### src/hw/rtl/srp_pkg.sv
// ----------------------------------------------------------------------------
// srp_pkg
// Shared types, codes and constants of the servo reply parser.
// ----------------------------------------------------------------------------
package srp_pkg;

  localparam int MAX_VALUE_CHARS = 30;
  localparam int MAX_CMD_CHARS   = 4;

  localparam logic [15:0] TIMEOUT_RESET = 16'd100;

  localparam logic [7:0] CH_ZERO  = 8'h30;
  localparam logic [7:0] CH_NINE  = 8'h39;
  localparam logic [7:0] CH_MINUS = 8'h2D;
  localparam logic [7:0] CH_STAR  = 8'h2A;
  localparam logic [7:0] CH_CR    = 8'h0D;

  localparam logic [1:0] MODE_ARM  = 2'd0;
  localparam logic [1:0] MODE_BYTE = 2'd1;
  localparam logic [1:0] MODE_TICK = 2'd2;

  localparam logic [1:0] CFG_SERVO_ID = 2'd0;
  localparam logic [1:0] CFG_RESP_TO  = 2'd1;
  localparam logic [1:0] CFG_CHAR_TO  = 2'd2;

  typedef enum logic [1:0] {
    ST_OK      = 2'd0,
    ST_TIMEOUT = 2'd1,
    ST_BADID   = 2'd2,
    ST_BADCMD  = 2'd3
  } status_t;

  typedef enum logic [2:0] {
    PH_IDLE   = 3'd0,
    PH_SEARCH = 3'd1,
    PH_ID     = 3'd2,
    PH_CMD    = 3'd3,
    PH_VALUE  = 3'd4
  } phase_t;

  typedef struct packed {
    logic [1:0]  mode;
    logic [7:0]  rx_byte;
    logic [31:0] expected_command;
    logic [2:0]  command_length;
  } srp_in_t;

  typedef struct packed {
    logic [1:0]         status;
    logic signed [15:0] reply_value;
    logic               is_disabled_text;
  } srp_out_t;

  typedef struct packed {
    logic [7:0]  servo_id;
    logic [15:0] response_timeout_ms;
    logic [15:0] char_timeout_ms;
  } srp_cfg_t;

  function automatic logic [7:0] dis_char(input logic [1:0] k);
    logic [7:0] c;
    case (k)
      2'd0:    c = 8'h44;
      2'd1:    c = 8'h49;
      2'd2:    c = 8'h53;
      default: c = 8'h00;
    endcase
    return c;
  endfunction

endpackage

### src/hw/rtl/srp_in_reg.sv
// ----------------------------------------------------------------------------
// srp_in_reg
// Input register: holds one transaction until the parser consumes it.
// ----------------------------------------------------------------------------
module srp_in_reg (
  input  logic             clk,
  input  logic             rst_n,
  input  logic             in_valid,
  output logic             in_stall,
  input  srp_pkg::srp_in_t in_data,
  input  logic             advance,
  output logic             item_vld,
  output srp_pkg::srp_in_t item
);
  import srp_pkg::*;

  logic    vld_r, vld_nxt;
  srp_in_t item_r;
  logic    load;

  assign in_stall = vld_r && !advance;
  assign load     = in_valid && !in_stall;
  assign vld_nxt  = load ? 1'b1 : (advance ? 1'b0 : vld_r);

  always_ff @(posedge clk) begin
    if (!rst_n) begin
      vld_r <= 1'b0;
    end else begin
      vld_r <= vld_nxt;
    end
  end

  always_ff @(posedge clk) begin
    if (load) begin
      item_r <= in_data;
    end
  end

  assign item_vld = vld_r;
  assign item     = item_r;

endmodule

### src/hw/rtl/srp_core.sv
// ----------------------------------------------------------------------------
// srp_core
// Reply parser state and per-transaction update; produces at most one result.
// ----------------------------------------------------------------------------
module srp_core (
  input  logic              clk,
  input  logic              rst_n,
  input  logic              fire,
  input  srp_pkg::srp_in_t  item,
  input  srp_pkg::srp_cfg_t cfg,
  output logic              emit,
  output srp_pkg::srp_out_t res
);
  import srp_pkg::*;

  typedef struct packed {
    phase_t      phase;
    logic [9:0]  id_acc;
    logic        id_seen;
    logic [31:0] letters;
    logic [2:0]  cmd_count;
    logic [2:0]  cmd_pos;
    logic [15:0] val_acc;
    logic        neg;
    logic        bad;
    logic [4:0]  val_cnt;
    logic [1:0]  dis_prog;
    logic [15:0] tick_count;
  } ctx_t;

  ctx_t ctx_r, ctx_nxt;

  logic [7:0]  c;
  logic        is_digit;
  logic [3:0]  digit;
  logic [13:0] id_sum;
  logic [9:0]  id_sat;
  logic        id_bad;
  logic [7:0]  letter;
  logic        letter_ok;
  logic [2:0]  pos_inc;
  logic [15:0] val_sum;
  logic [4:0]  cnt_inc;
  logic [15:0] tick_inc;
  logic [15:0] limit;
  logic [2:0]  len_clamp;
  logic        dis_step;

  assign c        = item.rx_byte;
  assign is_digit = (c >= CH_ZERO) && (c <= CH_NINE);
  assign digit    = 4'(c - CH_ZERO);
  assign id_sum   = {1'b0, ctx_r.id_acc, 3'b000} + {3'b000, ctx_r.id_acc, 1'b0}
                    + {10'd0, digit};
  assign id_sat   = (id_sum > 14'd1023) ? 10'd1023 : id_sum[9:0];
  assign id_bad   = !ctx_r.id_seen || (ctx_r.id_acc != {2'b00, cfg.servo_id});
  assign letter   = ctx_r.cmd_pos[2] ? 8'h00
                    : 8'(ctx_r.letters >> {ctx_r.cmd_pos[1:0], 3'b000});
  assign letter_ok = (c == letter);
  assign pos_inc  = ctx_r.cmd_pos + 3'd1;
  assign val_sum  = {ctx_r.val_acc[12:0], 3'b000} + {ctx_r.val_acc[14:0], 1'b0}
                    + {12'd0, digit};
  assign cnt_inc  = ctx_r.val_cnt + 5'd1;
  assign tick_inc = (ctx_r.tick_count == 16'hFFFF) ? ctx_r.tick_count
                    : ctx_r.tick_count + 16'd1;
  assign limit    = (ctx_r.phase == PH_SEARCH) ? cfg.response_timeout_ms
                    : cfg.char_timeout_ms;
  assign len_clamp = (item.command_length == 3'd0) ? 3'd1
                    : (item.command_length > 3'(MAX_CMD_CHARS)) ? 3'(MAX_CMD_CHARS)
                    : item.command_length;
  assign dis_step = (ctx_r.val_cnt < 5'd3) && ({3'b000, ctx_r.dis_prog} == ctx_r.val_cnt)
                    && (c == dis_char(ctx_r.val_cnt[1:0]));

  function automatic srp_out_t finish(input ctx_t s);
    srp_out_t r;
    r.is_disabled_text = (s.dis_prog == 2'd3) && (s.val_cnt == 5'd3);
    if (s.bad) begin
      r.status      = ST_BADID;
      r.reply_value = '0;
    end else begin
      r.status      = ST_OK;
      r.reply_value = s.neg ? 16'(16'd0 - s.val_acc) : s.val_acc;
    end
    return r;
  endfunction

  function automatic srp_out_t fail(input status_t st);
    srp_out_t r;
    r.status           = st;
    r.reply_value      = '0;
    r.is_disabled_text = 1'b0;
    return r;
  endfunction

  always_comb begin
    ctx_nxt = ctx_r;
    emit    = 1'b0;
    res     = fail(ST_OK);
    if (fire) begin
      case (item.mode)
        MODE_ARM: begin
          ctx_nxt            = '0;
          ctx_nxt.phase      = PH_SEARCH;
          ctx_nxt.letters    = item.expected_command;
          ctx_nxt.cmd_count  = len_clamp;
        end
        MODE_BYTE: begin
          if (ctx_r.phase != PH_IDLE) begin
            ctx_nxt.tick_count = '0;
            case (ctx_r.phase)
              PH_SEARCH: begin
                if (c == CH_STAR) begin
                  ctx_nxt.phase = PH_ID;
                end
              end
              PH_ID, PH_CMD: begin
                if (ctx_r.phase == PH_ID && is_digit) begin
                  ctx_nxt.id_acc  = id_sat;
                  ctx_nxt.id_seen = 1'b1;
                end else if (ctx_r.phase == PH_ID && id_bad) begin
                  emit = 1'b1;
                  res  = fail(ST_BADID);
                end else if (!letter_ok) begin
                  emit = 1'b1;
                  res  = fail(ST_BADCMD);
                end else begin
                  ctx_nxt.cmd_pos = pos_inc;
                  ctx_nxt.phase   = (pos_inc >= ctx_r.cmd_count) ? PH_VALUE : PH_CMD;
                end
              end
              PH_VALUE: begin
                if (c == CH_CR) begin
                  emit = 1'b1;
                  res  = finish(ctx_r);
                end else begin
                  if (dis_step) begin
                    ctx_nxt.dis_prog = ctx_r.dis_prog + 2'd1;
                  end
                  if (is_digit) begin
                    ctx_nxt.val_acc = val_sum;
                  end else if (c == CH_MINUS) begin
                    ctx_nxt.neg = 1'b1;
                  end else begin
                    ctx_nxt.bad = 1'b1;
                  end
                  ctx_nxt.val_cnt = cnt_inc;
                  if (cnt_inc >= 5'(MAX_VALUE_CHARS)) begin
                    emit = 1'b1;
                    res  = finish(ctx_nxt);
                  end
                end
              end
              default: ;
            endcase
          end
        end
        MODE_TICK: begin
          if (ctx_r.phase != PH_IDLE) begin
            ctx_nxt.tick_count = tick_inc;
            if (tick_inc >= limit) begin
              emit = 1'b1;
              case (ctx_r.phase)
                PH_ID:   res = fail(id_bad ? ST_BADID : ST_BADCMD);
                PH_CMD:  res = fail(ST_BADCMD);
                default: res = fail(ST_TIMEOUT);
              endcase
            end
          end
        end
        default: ;
      endcase
      if (emit) begin
        ctx_nxt.phase = PH_IDLE;
      end
    end
  end

  always_ff @(posedge clk) begin
    if (!rst_n) begin
      ctx_r <= '0;
    end else begin
      ctx_r <= ctx_nxt;
    end
  end

endmodule

### src/hw/rtl/srp_out_reg.sv
// ----------------------------------------------------------------------------
// srp_out_reg
// Result register: holds a finished result until the receiver takes it.
// ----------------------------------------------------------------------------
module srp_out_reg (
  input  logic              clk,
  input  logic              rst_n,
  input  logic              load,
  input  srp_pkg::srp_out_t res,
  output logic              advance,
  output logic              out_valid,
  input  logic              out_stall,
  output srp_pkg::srp_out_t out_data
);
  import srp_pkg::*;

  logic     vld_r, vld_nxt;
  srp_out_t data_r;

  assign advance = !vld_r || !out_stall;
  assign vld_nxt = load ? 1'b1 : (out_stall ? vld_r : 1'b0);

  always_ff @(posedge clk) begin
    if (!rst_n) begin
      vld_r <= 1'b0;
    end else begin
      vld_r <= vld_nxt;
    end
  end

  always_ff @(posedge clk) begin
    if (load) begin
      data_r <= res;
    end
  end

  assign out_valid = vld_r;
  assign out_data  = data_r;

endmodule

### src/hw/rtl/servo_reply_parser.sv
// ----------------------------------------------------------------------------
// servo_reply_parser
// Parses a servo reply ('*', ID, command letters, value, CR) one transaction
// at a time and reports status, signed value and a DIS text flag.
// ----------------------------------------------------------------------------
// Usage:
//   in_*  : arm (mode 0), received byte (mode 1) or millisecond tick (mode 2).
//   out_* : one result per finished reply attempt; none for ignored items.
//   cfg_* : register writes (servo_id, response and character timeouts),
//           always ready; write only while the parser is idle.
// Order: an accepted transaction waits in the input register; parser state and
//   result register update together when it is consumed, presenting its result.
// Throughput: one transaction per cycle when no result is stalled; the whole
//   per-byte update sits between the input register and the result register.
// Stall: while out_stall holds a pending result, the parser stops consuming
//   and in_stall rises once the input register is full.
// Reset: parser idle, no result pending, servo_id 0, both timeouts 100.
// ----------------------------------------------------------------------------
module servo_reply_parser (
  input  logic              clk,
  input  logic              rst_n,
  input  logic              in_valid,
  output logic              in_stall,
  input  srp_pkg::srp_in_t  in_data,
  output logic              out_valid,
  input  logic              out_stall,
  output srp_pkg::srp_out_t out_data,
  input  logic              cfg_valid,
  output logic              cfg_ready,
  input  logic [1:0]        cfg_index,
  input  logic [15:0]       cfg_data
);
  import srp_pkg::*;

  srp_cfg_t cfg_r, cfg_nxt;
  srp_in_t  item;
  srp_out_t res;
  logic     item_vld;
  logic     advance;
  logic     fire;
  logic     emit;

  assign cfg_ready = 1'b1;

  always_comb begin
    cfg_nxt = cfg_r;
    if (cfg_valid && cfg_ready) begin
      case (cfg_index)
        CFG_SERVO_ID: cfg_nxt.servo_id            = cfg_data[7:0];
        CFG_RESP_TO:  cfg_nxt.response_timeout_ms = cfg_data;
        CFG_CHAR_TO:  cfg_nxt.char_timeout_ms     = cfg_data;
        default: ;
      endcase
    end
  end

  always_ff @(posedge clk) begin
    if (!rst_n) begin
      cfg_r <= '{servo_id: 8'd0, response_timeout_ms: TIMEOUT_RESET,
                 char_timeout_ms: TIMEOUT_RESET};
    end else begin
      cfg_r <= cfg_nxt;
    end
  end

  assign fire = item_vld && advance;

  srp_in_reg u_in (
    .clk      (clk),
    .rst_n    (rst_n),
    .in_valid (in_valid),
    .in_stall (in_stall),
    .in_data  (in_data),
    .advance  (advance),
    .item_vld (item_vld),
    .item     (item)
  );

  srp_core u_core (
    .clk   (clk),
    .rst_n (rst_n),
    .fire  (fire),
    .item  (item),
    .cfg   (cfg_r),
    .emit  (emit),
    .res   (res)
  );

  srp_out_reg u_out (
    .clk       (clk),
    .rst_n     (rst_n),
    .load      (emit),
    .res       (res),
    .advance   (advance),
    .out_valid (out_valid),
    .out_stall (out_stall),
    .out_data  (out_data)
  );

endmodule

### config.mk
export PLATFORM = sky130hd
export DESIGN_NAME = servo_reply_parser
export DESIGN_NICKNAME = d
export VERILOG_FILES = /design/src/hw/rtl/srp_pkg.sv /design/src/hw/rtl/srp_in_reg.sv /design/src/hw/rtl/srp_core.sv /design/src/hw/rtl/srp_out_reg.sv /design/src/hw/rtl/servo_reply_parser.sv
export SDC_FILE = /design/constraint.sdc
export NUM_CORES = 1
export LEC_CHECK = 0
export BUFFER_PORTS_ARGS = -buffer_cell sky130_fd_sc_hd__buf_2
export CORE_ASPECT_RATIO = 1.75
export CORE_MARGIN = 4
export CORE_UTILIZATION = 55
export CTS_CLUSTER_SIZE = 8
export DETAILED_ROUTE_END_ITERATION = 12
export PLACE_DENSITY_LB_ADDON = 0.15
export SETUP_SLACK_MARGIN = 0.2
export SLEW_MARGIN = 20
export SYNTH_ARGS = -nofsm -noshare
export SYNTH_HDL_FRONTEND = slang
export SYNTH_SLANG_ARGS = --single-unit
### constraint.sdc
create_clock -name clk -period 10.72 [get_ports clk]
set_input_delay 3.216 -clock clk [delete_from_list [all_inputs] [get_ports clk]]
set_output_delay 3.216 -clock clk [all_outputs]
set_load 0.01 [all_outputs]
==> impl_metrics.yaml <==
floorplanning:
  start_util: 0.5650
  rows: 69
  die_area_sq_um: 23490
  die_w_microns: 117.6
  dieHeight_microns: 199.8
  coreArea_sq_um: 20460
  io_pins: 90
drt:
  drt_iter0_drc: 513
  wirelength_microns: 27100
  drtPass1Iterations: 6
  wl_per_cell_microns: 17.45
  vias_per_cell: 5.815
  drc: 0
  via_count: 9031
  postRouteAntennaNets: 0
clock_network:
  cts-buffers-inserted: 17
  cts_max_path_buffers: 2
  cts_setup_buffers: 0
  cts_resized: 0
  clock_latency_ns: 0.44
  h-tree-depth: 4
  clk_pin_slew_ns: 0.07
  cts_tree: "built"
  cts_root_buf: "clkbuf_16"
  cts_sinks: 199
  ctsHoldBuffers: 0
global_routing:
  grt_util_all_layers: 0.2361
  grt_pass1_vias: 8982
  antenna_found_initial: 0
  grt-ovfl-total: 0
  grt_pass1_wl_microns: 44470
  grt_start_max_net_pins: 117
synthesis:
  yosys_warnings: 0
  netlist.area_leader.share: 0.2338
  synth-edff-count: 64
  synth_fp_nets: 1396
  async_flop_share: 0
  synthTopCellsByArea: "dfxtp_1 (23%), edfxtp_1 (17%), ha_1 (8.6%)"
  netlist_area_sq_um: 11560
  synth-seq-cells: 199
  syn_inst: 1245
  synth_top_area_cell: "dfxtp_1"
  seq_area_frac_synth: 0.4000
  yosysUniqueCellTypes: 75
  syn_area_per_cell_sq_um: 9.285
  synth_flop_cell: "dfxtp_1"
power:
  vdd_drop_max_uv: 136.5
  p_leak_nw: 4.849
  power.density_nw_per_um2: 125.1
finish:
  layout_commonest_cell: "nand2_1"
  stdcell_count: 1553
  syn_to_final_growth_pct: 8.951
  drive_gt1_frac: 0.1172
  nets: 1443
  fillerInstances: 1833
  diodes: 0
  final_cell_mix: "nand2_1 (210), dfxtp_1 (135), buf_2 (88), ha_1 (79), nor2_1 (69)"
  fin_area_sq_um: 12590
sta:
  skew_ns: 0.009453
  slew-limit-headroom: 0.2876
  fmax_mhz: 144.6
  hold_violations: 0
  fin_crit_ns: 6.915
  rsz0062_at_grt: "false"
  finalSetupViolCount: 0
  slew_viol_final: 0
  tns_ns: 0
  fin_crit_sh: 0.6451
  tightest_slew_ns: 1.069
worst_hold_path:
  min_delay_path_depth: 2
  hold_path_class: "flop to flop"
placement:
  io_buffers: 88
  hpwlAfterDp_microns: 20010
  finalWeightedCongestion: 0.8998
  dpl.cell_count: 1520
  post_dp_cell_area_sq_um: 11970
critical_path:
  end_kind: "primary output"
  arrival_ns: 3.70
  worstPathRequired_ns: 7.50
  start_kind: "input port"
  critPathKind: "input port to primary output"
  crit_fanout: 3
  reg2reg_depth: 17
run_status:
  status: "finished, final reports clean"
job:
  maxCapViolations: 0
==> report_power, final <==
group	total [mW]	leakage (nW)	switching, mW	internal, mW
clock	0.660	0.303	0.297	0.363
sequential	0.818	1.68	0.0174	0.801
combinational	0.0967	2.87	0.0550	0.0417
==> cell families (layout without fill, tap and decap cells) <==
logic type	after synthesis	count (layout)	share of synthesized area
DFF	199	199	0.4000
muxes	41	41	0.04449
AOI/OAI and AO/OA	274	274	0.1622
buffers and inverters	95	155	0.04405
and+or+nand+nor	482	482	0.2034
xor gates and xnor gates	70	70	0.05304
adders and majority gates	83	83	0.09243
other	1	1	0.0003244
==> sequential cells by signal (all words and copies together), names as in the netlist <==
register         count
u_in.item           45
u_in.item_vld        1
u_out.out_data      19
u_out.out_valid      1
cfg_r               40
u_core.ctx_r        93
==> per-layer routing <==
layer | vias to the layer above | global-route usage | routed length (microns)
met5 | - | 0 | 0
met4 | 0 | 0.08739 | 680
met3 | 49 | 0.03468 | 820
met2 | 175 | 0.4624 | 14900
met1 | 4271 | 0.2575 | 10690
li1 | 4536 | - | -
==> worst max-delay path, cell delays in order <==
cell and delay (ns):
buf_2 0.08, and3_1 0.24, buf_2 0.16
==> synth_stat cells, drive strengths merged, types with 6 or more instances <==
cell,instances
nand2,210
dfxtp,135
ha,79
nor2,69
edfxtp,64
a21boi,62
clkbuf,56
o21ai,52
nor2b,48
a21oi,39
xnor2,36
xor2,34
mux2i,30
inv,28
a22oi,27
nand3,25
nor3,25
and2,18
a21o,13
or3,12
a31oi,10
and3,10
a221o,9
nand4,9
o22ai,9
a211oi,8
buf,8
mux4,8
nand2b,8
o21a,8
nand4b,7
nor4,7
nor4b,6
o31ai,6
==> through the flow <==
| stage | utilization | power [mW] | setup WS, ns | hold WS (ns) |
|---|---|---|---|---|
| 2_1_floorplan | - | 0.9001 | 4.068 | 0.4398 |
| 3_3_place_gp | 0.5849 | 0.9302 | 3.818 | 0.4492 |
| 3_5_place_dp | 0.5849 | 0.9321 | 3.807 | 0.4576 |
| 4_1_cts | 0.6146 | 1.587 | 3.802 | 0.4673 |
| 5_1_grt | 0.6155 | 1.636 | 3.776 | 0.4810 |
| 6_report | 0.6155 | 1.575 | 3.805 | 0.4645 |
==> path summary, 6_finish.rpt <==
kind	startpoint	to	slack, ns
max reg2reg	u_core.ctx_r[0]$_SDFFE_PN0P_	u_out.out_data[15]$_SDFFCE_PN0P_	5.86
min reg2reg	cfg_r[23]$_SDFFE_PN0P_	cfg_r[23]$_SDFFE_PN0P_	0.46
min	cfg_r[23]$_SDFFE_PN0P_	cfg_r[23]$_SDFFE_PN0P_	0.46
max	out_stall	in_stall	3.80
==> area by class of cell <==
type	count	area [sq um]	share of cell area
Inverter	28	105.1	0.008345
Timing Repair Buffer	95	505.5	0.04014
Clock inverter	14	156.4	0.01242
Sequential cell	199	4624	0.3672
Tap cell	248	310.3	0.02464
Clock buffer	18	450.4	0.03576
Multi-Input combinational cell	951	6442	0.5115
(Power assumes the default switching activity.)
